==> src/design/rsq_pkg.sv <==
// Types and constants for the range sample qualifier.
// No dependencies.
`timescale 1ns / 1ps
package rsq_pkg;
  typedef enum logic [1:0] {
    OP_SAMPLE  = 2'd0,
    OP_BUS_ERR = 2'd1,
    OP_POLL    = 2'd2
  } op_e;

  typedef enum logic [2:0] {
    ST_VALID   = 3'd0,
    ST_RANGE   = 3'd1,
    ST_QUALITY = 3'd2,
    ST_BUS     = 3'd3,
    ST_TIMEOUT = 3'd4
  } status_e;

  typedef enum logic [2:0] {
    REG_MIN_DIST  = 3'd0,
    REG_MAX_DIST  = 3'd1,
    REG_EMERG     = 3'd2,
    REG_TIMEOUT   = 3'd3,
    REG_TARGET    = 3'd4
  } reg_e;

  typedef enum logic [3:0] {
    S_IDLE,
    S_READ,
    S_SORT,
    S_CHECK,
    S_DIV1_START,
    S_DIV1,
    S_DIV2_START,
    S_DIV2,
    S_FINISH,
    S_OUT
  } fsm_e;

  localparam logic [15:0] ScaleMul    = 16'd2011;
  localparam logic [31:0] ScaleRound  = 32'h0000_0400;
  localparam logic [7:0]  GoodStatus  = 8'd9;
  localparam logic [15:0] SpadFallbk  = 16'h8000;
  localparam logic [15:0] InvalidDist = 16'hFFFF;
  localparam logic [7:0]  RunMax      = 8'hFF;
  localparam logic [7:0]  DiagBus     = 8'd1;
  localparam logic [7:0]  DiagRange   = 8'd2;
  localparam logic [7:0]  DiagTimeout = 8'd3;

  typedef struct packed {
    logic [1:0]  sensor_out;
    logic [15:0] range_mm;
    logic [2:0]  status_code;
    logic        emergency;
    logic [7:0]  sequence_number;
    logic [7:0]  error_run;
    logic        diag_valid;
    logic [7:0]  diag_code;
    logic        spad_write;
    logic [15:0] spad_word;
    logic [31:0] stamp_ms;
  } result_t;

  typedef struct packed {
    logic [1:0]  operation;
    logic [1:0]  sensor_index;
    logic [31:0] now_ms;
    logic [7:0]  range_status;
    logic [7:0]  stream_cnt;
    logic [15:0] raw_range;
    logic [15:0] spad_num;
    logic [15:0] amb_rate;
    logic [15:0] sig_rate;
  } sample_t;
endpackage

==> src/design/rsq_if.sv <==
// Valid/ready channel interfaces for sample and result words.
// Depends on rsq_pkg.
`timescale 1ns / 1ps
interface rsq_in_if;
  import rsq_pkg::*;
  logic    valid;
  logic    ready;
  sample_t data;
  modport source (output valid, output data, input ready);
  modport sink (input valid, input data, output ready);
endinterface

interface rsq_out_if;
  import rsq_pkg::*;
  logic    valid;
  logic    ready;
  result_t data;
  modport source (output valid, output data, input ready);
  modport sink (input valid, input data, output ready);
endinterface

==> src/design/rsq_ram.sv <==
// Generic single-port write, single read RAM with registered read data.
// No dependencies.
`timescale 1ns / 1ps
module rsq_ram #(
  parameter int Width = 16,
  parameter int Depth = 9
) (
  input  logic                     clk_i,
  input  logic                     we_i,
  input  logic [$clog2(Depth)-1:0] waddr_i,
  input  logic [Width-1:0]         wdata_i,
  input  logic [$clog2(Depth)-1:0] raddr_i,
  output logic [Width-1:0]         rdata_o
);
  logic [Width-1:0] mem_q [Depth];

  always_ff @(posedge clk_i) begin
    if (we_i) begin
      mem_q[waddr_i] <= wdata_i;
    end
    rdata_o <= mem_q[raddr_i];
  end
endmodule

==> src/design/rsq_div.sv <==
// Restoring divider, 32 by 32 bits, one quotient bit a cycle.
// Depends on nothing; started by the sequencer in range_sample_qualifier.
`timescale 1ns / 1ps
module rsq_div (
  input  logic        clk_i,
  input  logic        rst_ni,
  input  logic        start_i,
  input  logic [31:0] dividend_i,
  input  logic [31:0] divisor_i,
  output logic        busy_o,
  output logic [31:0] quotient_o
);
  logic [31:0] quo_q, quo_d;
  logic [32:0] rem_q, rem_d;
  logic [31:0] dvs_q, dvs_d;
  logic [5:0]  cnt_q, cnt_d;
  logic [32:0] trial;

  assign trial = {rem_q[31:0], quo_q[31]};

  always_comb begin
    quo_d = quo_q;
    rem_d = rem_q;
    dvs_d = dvs_q;
    cnt_d = cnt_q;
    if (start_i) begin
      quo_d = dividend_i;
      rem_d = '0;
      dvs_d = divisor_i;
      cnt_d = 6'd32;
    end else if (cnt_q != '0) begin
      // shift in the next dividend bit, subtract when it fits
      if (trial >= {1'b0, dvs_q}) begin
        rem_d = trial - {1'b0, dvs_q};
        quo_d = {quo_q[30:0], 1'b1};
      end else begin
        rem_d = trial;
        quo_d = {quo_q[30:0], 1'b0};
      end
      cnt_d = cnt_q - 6'd1;
    end
  end

  always_ff @(posedge clk_i or negedge rst_ni) begin
    if (!rst_ni) begin
      cnt_q <= '0;
    end else begin
      cnt_q <= cnt_d;
    end
  end

  always_ff @(posedge clk_i) begin
    quo_q <= quo_d;
    rem_q <= rem_d;
    dvs_q <= dvs_d;
  end

  assign busy_o     = (cnt_q != '0);
  assign quotient_o = quo_q;
endmodule

==> src/design/range_sample_qualifier.sv <==
// Range sample qualifier: per-sensor median filter, limit check and spad control.
// Depends on rsq_pkg, rsq_if, rsq_ram and rsq_div.
//
// Usage: event words arrive on in_ch (valid/ready); each gives zero or one
// result word on out_ch. Configuration is written through cfg_we_i/cfg_idx_i/
// cfg_data_i while the block is idle.
// Flow: an item is taken only in the idle state. A good sample writes the
// window memory, then reads the filled entries back one a cycle, then runs
// a selection sort, one compare a cycle; a valid result then runs up to two
// 32-bit divisions through the one shared divider. The next word is taken
// in the cycle after the result word leaves.
// Result words wait in an output register; while the receiver stalls, the
// block holds and accepts no new word.
// Reset clears all per-sensor counters, flags and configuration to their
// defaults; the window memory needs no clearing since only filled entries
// are read.
`timescale 1ns / 1ps
module range_sample_qualifier
  import rsq_pkg::*;
#(
  parameter int SENSOR_COUNT = 3,
  parameter int WINDOW_DEPTH = 3
) (
  input  logic        clk_i,
  input  logic        rst_ni,
  input  logic        cfg_we_i,
  input  logic [2:0]  cfg_idx_i,
  input  logic [15:0] cfg_data_i,
  rsq_in_if.sink      in_ch,
  rsq_out_if.source   out_ch
);
  localparam int SW = (SENSOR_COUNT > 1) ? $clog2(SENSOR_COUNT) : 1;
  localparam int WW = (WINDOW_DEPTH > 1) ? $clog2(WINDOW_DEPTH) : 1;
  localparam int FW = $clog2(WINDOW_DEPTH + 1);
  localparam int RW = FW + 1;
  localparam int MD = SENSOR_COUNT * WINDOW_DEPTH;
  localparam int MW = (MD > 1) ? $clog2(MD) : 1;
  localparam logic [FW-1:0] WinMax = FW'(WINDOW_DEPTH);

  // configuration
  logic [15:0] min_q, max_q, emerg_q, tmo_q, target_q;

  always_ff @(posedge clk_i or negedge rst_ni) begin
    if (!rst_ni) begin
      min_q    <= 16'd50;
      max_q    <= 16'd3000;
      emerg_q  <= 16'd300;
      tmo_q    <= 16'd200;
      target_q <= 16'd2560;
    end else if (cfg_we_i) begin
      case (cfg_idx_i)
        REG_MIN_DIST: min_q    <= cfg_data_i;
        REG_MAX_DIST: max_q    <= cfg_data_i;
        REG_EMERG:    emerg_q  <= cfg_data_i;
        REG_TIMEOUT:  tmo_q    <= cfg_data_i;
        REG_TARGET:   target_q <= cfg_data_i;
        default: ;
      endcase
    end
  end

  // per-sensor state
  logic [FW-1:0] fill_q [SENSOR_COUNT];
  logic [WW-1:0] pos_q  [SENSOR_COUNT];
  logic [7:0]    seq_q  [SENSOR_COUNT];
  logic [7:0]    run_q  [SENSOR_COUNT];
  logic [31:0]   good_q [SENSOR_COUNT];
  logic          tout_q [SENSOR_COUNT];

  fsm_e        state_q, state_d;
  sample_t     item_q;
  logic [SW-1:0] sen;
  logic [15:0] scaled;
  logic [15:0] vals_q [WINDOW_DEPTH];
  logic [FW-1:0] n_q;
  logic [FW-1:0] i_q, j_q;
  logic [RW-1:0] rd_q;
  logic [15:0] med;
  logic [15:0] med_q;
  logic        fire_q;
  logic        ovalid_q;
  result_t     res_q;

  assign sen = item_q.sensor_index[SW-1:0];
  assign med = vals_q[WW'(n_q >> 1)];

  // window memory
  logic          ram_we;
  logic [MW-1:0] ram_waddr, ram_raddr;
  logic [15:0]   ram_rdata;
  logic [31:0]   scaled_full;

  assign scaled_full = 32'(item_q.raw_range) * 32'(ScaleMul) + ScaleRound;
  assign scaled = scaled_full[26:11];

  rsq_ram #(.Width(16), .Depth(MD)) u_ram (
    .clk_i   (clk_i),
    .we_i    (ram_we),
    .waddr_i (ram_waddr),
    .wdata_i (scaled),
    .raddr_i (ram_raddr),
    .rdata_o (ram_rdata)
  );

  // divider
  logic        div_start, div_busy;
  logic [31:0] div_a, div_b, div_q;

  rsq_div u_div (
    .clk_i      (clk_i),
    .rst_ni     (rst_ni),
    .start_i    (div_start),
    .dividend_i (div_a),
    .divisor_i  (div_b),
    .busy_o     (div_busy),
    .quotient_o (div_q)
  );

  logic accept;
  logic good_sample, sen_ok, op_ok, poll_fire;
  logic [31:0] elapsed;
  logic [16:0] rate_sum;
  logic [15:0] rate_sat;

  assign accept = in_ch.valid && in_ch.ready;
  assign in_ch.ready = (state_q == S_IDLE) && !ovalid_q;
  assign sen_ok = (32'(item_q.sensor_index) < 32'(SENSOR_COUNT));
  assign op_ok  = (item_q.operation != 2'd3);
  assign good_sample = (item_q.range_status == GoodStatus) && (item_q.stream_cnt != '0);
  assign elapsed = item_q.now_ms - good_q[sen];
  assign poll_fire = (elapsed >= 32'(tmo_q)) && !tout_q[sen];
  assign rate_sum = 17'(item_q.amb_rate) + 17'(item_q.sig_rate);
  assign rate_sat = rate_sum[16] ? 16'hFFFF : rate_sum[15:0];

  // next state
  always_comb begin
    state_d = state_q;
    case (state_q)
      S_IDLE:  if (accept) state_d = S_READ;
      S_READ: begin
        if (!sen_ok || !op_ok) begin
          state_d = S_IDLE;
        end else if (item_q.operation == OP_SAMPLE && good_sample) begin
          if (rd_q != '0 && rd_q == RW'(n_q) + RW'(1)) state_d = S_SORT;
        end else begin
          state_d = S_FINISH;
        end
      end
      S_SORT: begin
        if (32'(i_q) + 1 >= 32'(n_q)) state_d = S_CHECK;
      end
      S_CHECK: begin
        if (med >= min_q && med <= max_q) state_d = S_DIV1_START;
        else state_d = S_FINISH;
      end
      S_DIV1_START: state_d = (item_q.spad_num == '0) ? S_FINISH : S_DIV1;
      S_DIV1: if (!div_busy) state_d = S_DIV2_START;
      S_DIV2_START: state_d = (div_q == '0) ? S_FINISH : S_DIV2;
      S_DIV2: if (!div_busy) state_d = S_FINISH;
      S_FINISH: state_d = S_OUT;
      S_OUT: state_d = S_IDLE;
      default: state_d = S_IDLE;
    endcase
  end

  // control outputs
  always_comb begin
    ram_we    = 1'b0;
    ram_waddr = MW'(32'(sen) * WINDOW_DEPTH + 32'(pos_q[sen]));
    ram_raddr = MW'(32'(sen) * WINDOW_DEPTH + 32'(rd_q));
    div_start = 1'b0;
    div_a     = {rate_sat, 16'h0000};
    div_b     = 32'(item_q.spad_num);
    case (state_q)
      S_READ: begin
        // write the new value first, then read it back with the old ones
        ram_we = sen_ok && op_ok && item_q.operation == OP_SAMPLE && good_sample
                 && rd_q == '0;
        ram_raddr = MW'(32'(sen) * WINDOW_DEPTH + 32'(rd_q == '0 ? '0 : rd_q - RW'(1)));
      end
      S_DIV1_START: div_start = (item_q.spad_num != '0);
      S_DIV2_START: begin
        div_start = (div_q != '0);
        div_a     = {target_q, 16'h0000};
        div_b     = div_q;
      end
      default: ;
    endcase
  end

  always_ff @(posedge clk_i or negedge rst_ni) begin
    if (!rst_ni) begin
      state_q  <= S_IDLE;
      ovalid_q <= 1'b0;
      fire_q   <= 1'b0;
      for (int s = 0; s < SENSOR_COUNT; s++) begin
        fill_q[s] <= '0;
        pos_q[s]  <= '0;
        seq_q[s]  <= '0;
        run_q[s]  <= '0;
        good_q[s] <= '0;
        tout_q[s] <= 1'b0;
      end
    end else begin
      state_q <= state_d;
      if (out_ch.valid && out_ch.ready) ovalid_q <= 1'b0;
      if (state_q == S_READ && ram_we) begin
        pos_q[sen] <= (32'(pos_q[sen]) + 1 >= WINDOW_DEPTH) ? '0 : pos_q[sen] + WW'(1);
        if (fill_q[sen] != WinMax) fill_q[sen] <= fill_q[sen] + FW'(1);
      end
      if (state_q == S_FINISH) begin
        // keep the poll decision, the timeout flag changes below
        fire_q <= poll_fire;
        case (item_q.operation)
          OP_POLL: begin
            if (poll_fire) begin
              if (run_q[sen] != RunMax) run_q[sen] <= run_q[sen] + 8'd1;
              tout_q[sen] <= 1'b1;
              seq_q[sen]  <= seq_q[sen] + 8'd1;
            end
          end
          OP_BUS_ERR: begin
            if (run_q[sen] != RunMax) run_q[sen] <= run_q[sen] + 8'd1;
            tout_q[sen] <= 1'b0;
            seq_q[sen]  <= seq_q[sen] + 8'd1;
          end
          default: begin
            tout_q[sen] <= 1'b0;
            seq_q[sen]  <= seq_q[sen] + 8'd1;
            if (res_q.spad_write) begin
              run_q[sen]  <= '0;
              good_q[sen] <= item_q.now_ms;
            end
          end
        endcase
      end
      if (state_q == S_OUT) begin
        ovalid_q <= (item_q.operation != OP_POLL) || fire_q;
      end
    end
  end

  // datapath registers
  always_ff @(posedge clk_i) begin
    if (accept) item_q <= in_ch.data;
    case (state_q)
      S_IDLE: begin
        // clear only on a new word, a waiting result must hold
        if (accept) begin
          rd_q <= '0;
          res_q.spad_write <= 1'b0;
          res_q.spad_word  <= '0;
        end
      end
      S_READ: begin
        if (rd_q == '0) begin
          n_q <= (fill_q[sen] != WinMax) ? fill_q[sen] + FW'(1) : fill_q[sen];
        end else if (rd_q != RW'(1)) begin
          // read data arrives in the cycle after its address
          vals_q[WW'(rd_q - RW'(2))] <= ram_rdata;
        end
        rd_q <= rd_q + RW'(1);
        i_q  <= '0;
        j_q  <= FW'(1);
      end
      S_SORT: begin
        // one compare-exchange a step of a selection sort
        if (32'(j_q) < 32'(n_q)) begin
          if (vals_q[WW'(j_q)] < vals_q[WW'(i_q)]) begin
            vals_q[WW'(i_q)] <= vals_q[WW'(j_q)];
            vals_q[WW'(j_q)] <= vals_q[WW'(i_q)];
          end
          if (32'(j_q) + 1 >= 32'(n_q)) begin
            i_q <= i_q + FW'(1);
            j_q <= i_q + FW'(2);
          end else begin
            j_q <= j_q + FW'(1);
          end
        end else begin
          i_q <= i_q + FW'(1);
          j_q <= i_q + FW'(2);
        end
      end
      S_CHECK: med_q <= med;
      S_DIV1_START: begin
        res_q.spad_write <= 1'b1;
        res_q.spad_word  <= SpadFallbk;
      end
      S_DIV2: begin
        if (!div_busy) res_q.spad_word <= (div_q[31:16] != '0) ? 16'hFFFF : div_q[15:0];
      end
      S_OUT: begin
        res_q.sensor_out      <= item_q.sensor_index;
        res_q.stamp_ms        <= item_q.now_ms;
        res_q.sequence_number <= seq_q[sen];
        res_q.error_run       <= run_q[sen];
        res_q.range_mm        <= InvalidDist;
        res_q.emergency       <= 1'b0;
        res_q.diag_valid      <= 1'b1;
        case (item_q.operation)
          OP_POLL: begin
            res_q.status_code <= ST_TIMEOUT;
            res_q.diag_code   <= DiagTimeout;
          end
          OP_BUS_ERR: begin
            res_q.status_code <= ST_BUS;
            res_q.diag_code   <= DiagBus;
          end
          default: begin
            if (!good_sample) begin
              res_q.status_code <= ST_QUALITY;
              res_q.diag_code   <= item_q.range_status;
            end else if (res_q.spad_write) begin
              res_q.status_code <= ST_VALID;
              res_q.diag_code   <= '0;
              res_q.diag_valid  <= 1'b0;
              res_q.range_mm    <= med_q;
              res_q.emergency   <= (med_q <= emerg_q);
            end else begin
              res_q.status_code <= ST_RANGE;
              res_q.diag_code   <= DiagRange;
            end
          end
        endcase
      end
      default: ;
    endcase
  end

  assign out_ch.valid = ovalid_q;
  assign out_ch.data  = res_q;

  // the divider never runs outside its two states
  a_div_window: assert property (@(posedge clk_i) disable iff (!rst_ni)
    div_busy |-> (state_q == S_DIV1 || state_q == S_DIV2))
    else $error("divider busy outside division states");
  a_no_accept_busy: assert property (@(posedge clk_i) disable iff (!rst_ni)
    accept |-> !ovalid_q && state_q == S_IDLE)
    else $error("word accepted while busy");
  a_valid_spad: assert property (@(posedge clk_i) disable iff (!rst_ni)
    (ovalid_q && res_q.status_code == ST_VALID) |-> res_q.spad_write)
    else $error("valid result without spad word");
  a_out_hold: assert property (@(posedge clk_i) disable iff (!rst_ni)
    (ovalid_q && !out_ch.ready) |=> ovalid_q && $stable(res_q))
    else $error("stalled result changed");
endmodule
==> src/flat_wrapper.sv <==
// flat-port wrapper written by rule: the top's interface ports become plain ports
module range_sample_qualifier_flat import rsq_pkg::*;
#(
  parameter int SENSOR_COUNT = 3,
  parameter int WINDOW_DEPTH = 3
)
  (clk_i, rst_ni, cfg_we_i, cfg_idx_i, cfg_data_i, in_ch_valid, in_ch_data, in_ch_ready, out_ch_valid, out_ch_data, out_ch_ready);
  rsq_in_if in_ch_i ();
  rsq_out_if out_ch_i ();
  input  logic clk_i;
  input  logic rst_ni;
  input  logic cfg_we_i;
  input  logic [2:0] cfg_idx_i;
  input  logic [15:0] cfg_data_i;
  input wire logic [$bits(in_ch_i.valid)-1:0] in_ch_valid;
  input wire logic [$bits(in_ch_i.data)-1:0] in_ch_data;
  output wire logic [$bits(in_ch_i.ready)-1:0] in_ch_ready;
  output wire logic [$bits(out_ch_i.valid)-1:0] out_ch_valid;
  output wire logic [$bits(out_ch_i.data)-1:0] out_ch_data;
  input wire logic [$bits(out_ch_i.ready)-1:0] out_ch_ready;
  assign in_ch_i.valid = in_ch_valid;
  assign in_ch_i.data = in_ch_data;
  assign in_ch_ready = in_ch_i.ready;
  assign out_ch_valid = out_ch_i.valid;
  assign out_ch_data = out_ch_i.data;
  assign out_ch_i.ready = out_ch_ready;
  range_sample_qualifier #(.SENSOR_COUNT(SENSOR_COUNT), .WINDOW_DEPTH(WINDOW_DEPTH)) u_core (.clk_i(clk_i), .rst_ni(rst_ni), .cfg_we_i(cfg_we_i), .cfg_idx_i(cfg_idx_i), .cfg_data_i(cfg_data_i), .in_ch(in_ch_i), .out_ch(out_ch_i));
endmodule
==> config.mk <==
export PLATFORM = sky130hd
export DESIGN_NAME = range_sample_qualifier_flat
export DESIGN_NICKNAME = d
export VERILOG_FILES = /design/src/design/rsq_pkg.sv /design/src/design/rsq_if.sv /design/src/design/rsq_ram.sv /design/src/design/rsq_div.sv /design/src/design/range_sample_qualifier.sv /design/src/flat_wrapper.sv
export SDC_FILE = /design/constraint.sdc
export NUM_CORES = 2
export LEC_CHECK = 0
export ABC_CLOCK_PERIOD_IN_PS = 19200
export BUFFER_PORTS_ARGS = -buffer_cell sky130_fd_sc_hd__buf_2
export CAP_MARGIN = 10
export CORE_UTILIZATION = 45
export DETAILED_ROUTE_END_ITERATION = 10
export REMOVE_ABC_BUFFERS = 1
export SYNTH_ARGS = -nofsm -noshare
export SYNTH_HDL_FRONTEND = slang
export SYNTH_SLANG_ARGS = --single-unit
==> constraint.sdc <==
create_clock -name clk_i -period 19.2 [get_ports clk_i]
set_input_delay 4.8 -clock clk_i [delete_from_list [all_inputs] [get_ports clk_i]]
set_output_delay 4.8 -clock clk_i [all_outputs]
set_load 0.01 [all_outputs]
==> Word level (Yosys, flattened, before mapping) <==
Memory sizes are Yosys's and may differ from the RTL's. A register that Yosys moved wholly into a read port is not among the register bits.
Cells that the tools add are included.
{ "classes": {"multipliers": 2, "order_cmp": 13, "n_eq_ne": 29, "addsub": 22, "reduce_logical": 58, "muxes": 103, "bitwise": 9} }
{ "ops": {"columns": ["operator", "n"], "rows": [
  ["two-way mux 32 bit", 7],
  ["two-way mux 24 bit", 5],
  ["bitwise mux 96 bit", 1],
  ["two-way mux 16 bit", 5],
  ["binary-select mux 32 bit (select 2 bit)", 1],
  ["demux 32 bit (select 2 bit)", 1],
  [">= comparator 32 x 2 -> 1 bit", 2],
  ["subtractor 32 bit", 2],
  ["bitwise mux 24 bit", 2],
  ["two-way mux 4 bit", 12],
  ["two-way mux 8 bit", 6],
  ["case mux 16 bit (3 select lines)", 1],
  ["case mux 24 bit (2 select lines)", 1],
  ["case mux 4 bit (9 select lines)", 1],
  [">= comparator 33 x 32 -> 1 bit", 1],
  ["binary-select mux 8 bit (select 2 bit)", 2],
  [">= comparator 32 x 16 -> 1 bit", 1],
  [">= comparator 32 x 2 -> 1 bit (second input constant)", 1],
  ["less-or-equal comparator 16 bit", 2],
  ["zero test 32 bit", 1],
  ["two-way mux 2 bit", 16],
  ["nonzero test 16 bit", 2],
  ["nonzero test 32 bit", 1],
  ["adder 27 x 11 -> 27 bit (second input constant)", 1],
  ["76 further kinds", 161]
]} }
{ "word_totals": {"output_inout_bits": 98, "mem_bits_rw": 192, "n_memories": 2, "register_bits": 584} }
{ "mem_list": {"columns": ["memory", "words", "word_bits", "read_ports", "rd_ports_with_merged_regs", "write_ports", "line_no", "rtl"], "rows": [
  ["u_core.u_ram.mem_q", 9, 16, 1, 1, 1, "rsq_ram.sv:15", "logic [Width-1:0] mem_q [Depth];"],
  ["u_core.vals_q", 3, 16, 3, 3, 2, "range_sample_qualifier.sv:74", "logic [15:0] vals_q [WINDOW_DEPTH];"]
]} }

==> Longest topological paths before layout <==
{ "logic_depth": {"word_depth": 9, "mapped_depth": 31, "mapped_depth_nobuf": 24} }

==> Hierarchy <==
Synthesis repeated with hierarchy kept, for this count alone.
{ "unflattened": {"cells_unflattened": 3746, "hier_area_um2": 43135.1} }
{ "by_module_without_submodules": {"columns": ["mod", "seq_area_each_um2", "cells_each", "instances", "area_per_inst_um2"], "rows": [
  ["range_sample_qualifier", 14813.0, 2842, 1, 31213.7],
  ["rsq_ram", 4644.5, 323, 1, 6023.3],
  ["rsq_div", 2712.6, 581, 1, 5898.2]
]} }

==> Worst setup path before layout <==
Ideal clock, no wire load.
{ "synth_path": {"kind": "input to register", "startpoint": "in in_ch_valid", "endpoint": "reg u_core.state_q[3]", "setup_ns": 0.066, "slack_ns": 11.026, "arrival_time_ns": 8.108, "path_stages": 5, "path_cell_list": "nand2_1 inv_1 o211ai_1 a221oi_1 o31a_1"} }
{ "synth_between": {"elab_chain_cells": 3} }
{ "synth_rtl": {"columns": ["item", "line_no", "rtl"], "rows": [
  ["start, declared", "flat_wrapper.sv:15", "input wire logic [$bits(in_ch_i.valid)-1:0] in_ch_valid;"],
  ["logical AND 1 bit", "range_sample_qualifier.sv:125", "assign accept = in_ch.valid && in_ch.ready;"],
  ["via u_core.accept", "range_sample_qualifier.sv:119", "logic accept;"],
  ["inequality test 2 x 1 -> 1 bit (no line)", null, null],
  ["AND reduction 5 bit (no line)", null, null],
  ["end signal, assigned", "range_sample_qualifier.sv:205", "state_q <= state_d;"],
  ["end, declared", "range_sample_qualifier.sv:70", "fsm_e state_q, state_d;"]
]} }
The timed path passes the listed nets, and every way through them passes these cells.
A chain may end at the register's enable or synchronous reset.

==> Final worst setup path <==
{ "layout_path": {"startpoint": "reg u_core.item_q (netlist bit u_core.sen[0])", "endpoint": "reg u_core.run_q[20] (netlist name)"} }
{ "layout_between": {"elab_chain_cells": 9} }
{ "layout_rtl": {"columns": ["item", "line_no", "rtl"], "rows": [
  ["start, declared", "range_sample_qualifier.sv:71", "sample_t item_q;"],
  ["start signal, assigned", "range_sample_qualifier.sv:245", "if (accept) item_q <= in_ch.data;"],
  ["NOT 2 -> 3 bit (implied by the code) (*)", null, null],
  ["binary-select mux 32 bit (select 2 bit) (tied with other cells)", "range_sample_qualifier.sv:130", "assign elapsed = item_q.now_ms - good_q[sen];"],
  ["two-way mux 32 bit (implied by the code) (tied with other cells) (2 in series)", "range_sample_qualifier.sv:130", null],
  ["subtractor 32 bit (tied with other cells)", "range_sample_qualifier.sv:130", null],
  [">= comparator 32 x 16 -> 1 bit (tied with other cells)", "range_sample_qualifier.sv:131", "assign poll_fire = (elapsed >= 32'(tmo_q)) && !tout_q[sen];"],
  ["logical AND 1 bit (tied with other cells)", "range_sample_qualifier.sv:131", null],
  ["inequality test 2 x 1 -> 1 bit (no line) (tied with other cells)", null, null],
  ["AND reduction 3 bit (no line) or case mux 24 bit (2 select lines) (tied branches)", null, null],
  ["end signal, assigned by index", "range_sample_qualifier.sv:200", "run_q[s] <= '0;"],
  ["end signal, assigned by index", "range_sample_qualifier.sv:231", "run_q[sen] <= '0;"],
  ["end, declared", "range_sample_qualifier.sv:66", "logic [7:0] run_q [SENSOR_COUNT];"]
]} }
Mark *: on every way between the ends. The rest lies on a longest branch, timed or not. The select of a mux whose other input is x is not followed.

==> impl_metrics.json <==
{
  "root_buffer": "clkbuf_16",
  "syn2layout_area_growth_pct": 13.3,
  "critPathKind": "reg2reg",
  "htree_levels": 3,
  "grt_pass1_wl_um": 155000,
  "path_cells": "nor2b_4 > buf_4 > a21oi_1 > ha_1 > a21o_1 > or3_1 > o21ai_1 > nand2_1 > xor2_1 > ha_1 > and3_1 > a221o_1 > a2111oi_4 > o311ai_1 > or4_1 > nor4_2 > o2111ai_1 > nor4_1 > a31o_2 > a21o_1 > o221ai_1",
  "hold_viol": 0,
  "drcViolationCount": 0,
  "ys_seq_elements": 797,
  "place_congestion": 0.910,
  "port_buffers": 237,
  "cts_buffers": 89,
  "min-delay-start": "u_core.u_ram.mem_q[8][9]",
  "fin_crit_sh_pct": 38.8,
  "fin_crit_ps": 7450,
  "cts_setup_buffers": 0,
  "synth_edf_count": 493,
  "hold_path_end": "u_core.u_ram.rdata_o[9]",
  "r2r_cells": 21,
  "drtAntennaViolNets": 0,
  "die_area_um2": 96100,
  "postSynthCellCount": 3621,
  "slew_headroom_pct": 25.3,
  "dr.pass1.iters": 5,
  "synth_ff_type": "edfxtp_1",
  "synth_area_um2": 42700,
  "synth_top_cell_area_share_pct": 34.7,
  "drv_cap": 0,
  "crit_family": "compound AO/OA/AOI/OAI gates",
  "ctsHoldBuffers": 0,
  "yosysWarnings": 0,
  "clk_pin_slew_ps": 60,
  "arrival_ps": 7940,
  "synth.mux.area_fraction_pct": 10.4,
  "slowest_delay_ps": 740,
  "synthXorXnorAreaFrac_pct": 1.85,
  "synthAdderAreaFrac_pct": 12.4,
  "post-synth-top-area-cell": "edfxtp_1",
  "crit_path_end_kind": "register",
  "die-width_um": 310,
  "ys_top_cells_by_area": "edfxtp_1 (35%), dfrtp_1 (14%), ha_1 (7.9%)",
  "cts.path.max_buffers": 3,
  "worstMarginPinSlew_ps": 1120,
  "dpl.hpwl_um": 69000,
  "yosys.area_share.simple_pct": 9.76,
  "cp_slowest_cell": "edfxtp_1",
  "finalSetupViolCount": 0,
  "skew_ps": 23.8,
  "routed_via_density": 5.37,
  "wl_um": 98800,
  "rsz0062_at_grt": "false",
  "drtIter0Drc": 2014,
  "wl_per_cell_um": 19.1,
  "ios": 238,
  "clock_latency_ps": 660,
  "r2r-start": "u_core.sen[0]",
  "r2r_slack_ps": 11750,
  "cts_tree": "built",
  "synth.distinct_cells": 87,
  "drive_above_1_share_pct": 18.6,
  "die_y_um": 310,
  "post_cts_resized": 0,
  "required_ps": 19700,
  "first_global_vias": 27700,
  "globalRouteOverflowTotal": 0,
  "synth-compound-area-share_pct": 9.97,
  "grt_max_degree": 81,
  "antenna_found_initial": 5,
  "row_count": 112,
  "initial_core_util_pct": 45.6,
  "path_max_fanout": 41,
  "yosysSeqAreaShare_pct": 51.9,
  "gr-usage-all-layers_pct": 20.7,
  "max_freq_mhz": 134,
  "nNetsFinal": 4353,
  "min_path_cells": 2,
  "start_kind": "register",
  "async_reset_ff_share_pct": 31.5,
  "r2r-end": "u_core.run_q[20]",
  "status": "completed",
  "crit_start": "u_core.sen[0]",
  "synth_area_per_cell_um2": 11.8,
  "tns_ps": 0,
  "vias": 27800,
  "hold_path_class": "reg2reg",
  "clkSinkCount": 797,
  "core_um2": 93600,
  "drv_slew": 0,
  "critical_path_buf_inv_count": 1,
  "synth_top_family_by_area": "adder cells"
}
-- final cells by class --
type,instances,area [µm²]
Fill cell,8319,45300
Antenna cell,3,7.51
Clock buffer,120,2470
Timing Repair Buffer,280,1520
Inverter,268,1010
Tap cell,1254,1570
Sequential cell,797,22200
Multi-Input combinational cell,2412,19100
Clock inverter,45,533
-- cells by family (layout without fill, tap and decap cells) --
group | Yosys count | count (layout)
compound gates | 681 | 681
simple gates | 907 | 907
xor+xnor | 90 | 90
flops | 797 | 797
buf+inv | 412 | 713
fa+ha+maj | 365 | 365
mux | 369 | 369
other cells | 0 | 3
-- cells in the final DEF (no fill, tap or decap), types with 52 or more instances in the layout --
master,n
nor2_1,268
nand2_1,295
fa_1,96
mux2_2,211
dfrtp_1,232
dfxtp_1,53
inv_1,266
xnor2_1,52
buf_2,236
nor3_1,57
edfxtp_1,493
clkbuf_16,91
mux2i_1,110
a21o_1,57
o21ai_0,179
a21oi_1,204
ha_1,268
-- metrics by stage --
| stage | std cells | setup WS [ps] | instance area [µm²] | util (%) | hold WS [ps] |
|---|---|---|---|---|---|
| after floorplan | 3477 | 10400 | 42100 | - | 418 |
| after global placement | 5011 | 11910 | 45300 | 48.4 | 429 |
| after detailed placement | 5011 | 11850 | 45300 | 48.4 | 430 |
| after CTS | 5176 | 11800 | 48300 | 51.6 | 445 |
| after global routing | 5177 | 11400 | 48400 | 51.7 | 481 |
| final | 5179 | 11750 | 48400 | 51.7 | 443 |
-- layer usage --
metal  track usage (%)  vias up  share of wire [%]
met5                 0        -              0.027
met4              4.91        4                1.9
met3              3.83      128                5.4
met2              33.0      585                 46
met1              29.2    13600                 46
li1                  -    13500                  -
-- tightest hold or removal path: cells and delay by family, from the launching register on --
| kind | cells | cell delay (ps) |
|---|---|---|
| AND/OR/NAND/NOR | 1 | 40 |
| AO/OA/AOI/OAI | 1 | 50 |
| flip-flops | 1 | 320 |
-- worst max path at each step --
| stage | to | cells after the start |
|---|---|---|
| 6_report | u_core.run_q[20] | 21 |
| 4_1_cts | u_core.run_q[20] | 23 |
| 5_1_grt | u_core.run_q[20] | 22 |
| 3_3_place_gp | u_core.run_q[20] | 21 |
| 3_5_place_dp | u_core.run_q[20] | 23 |
| 2_1_floorplan | u_core.vals_q[0][0] | 13 |
-- state kept, by name, summed over array words and instances (netlist names), 16 cells and up, named ones only --
name	cells
u_core.u_ram.mem_q	144
u_core.item_q	114
u_core.good_q	96
u_core.out_ch.data	96
u_core.vals_q	48
u_core.u_div.dvs_q	32
u_core.u_div.quotient_o	32
u_core.u_div.rem_q	32
u_core.run_q	24
u_core.seq_q	24
u_core.emerg_q	16
u_core.max_q	16
u_core.med_q	16
u_core.min_q	16
u_core.target_q	16
u_core.tmo_q	16
u_core.u_ram.rdata_o	16
-- cells in the mapped netlist, types with 28 or more instances --
cell type  number
inv_1         268
xor2_1         37
and2_1         37
nand2_1       295
mux4_2         32
edfxtp_1      493
a21oi_1       205
fa_1           96
nand3_1        48
dfrtp_1       232
nor3_1         60
mux2_2        211
o21a_1         28
and3_1         33
nor2_1        274
a211oi_1       47
xnor2_1        53
mux2i_1       110
ha_1          269
clkbuf_1      110
dfxtp_1        53
a21o_1         57
o21ai_0       179
nand2b_1       42
Power is not shown: default switching activity piles up to over one toggle a cycle in this logic, so the estimate is an artifact.
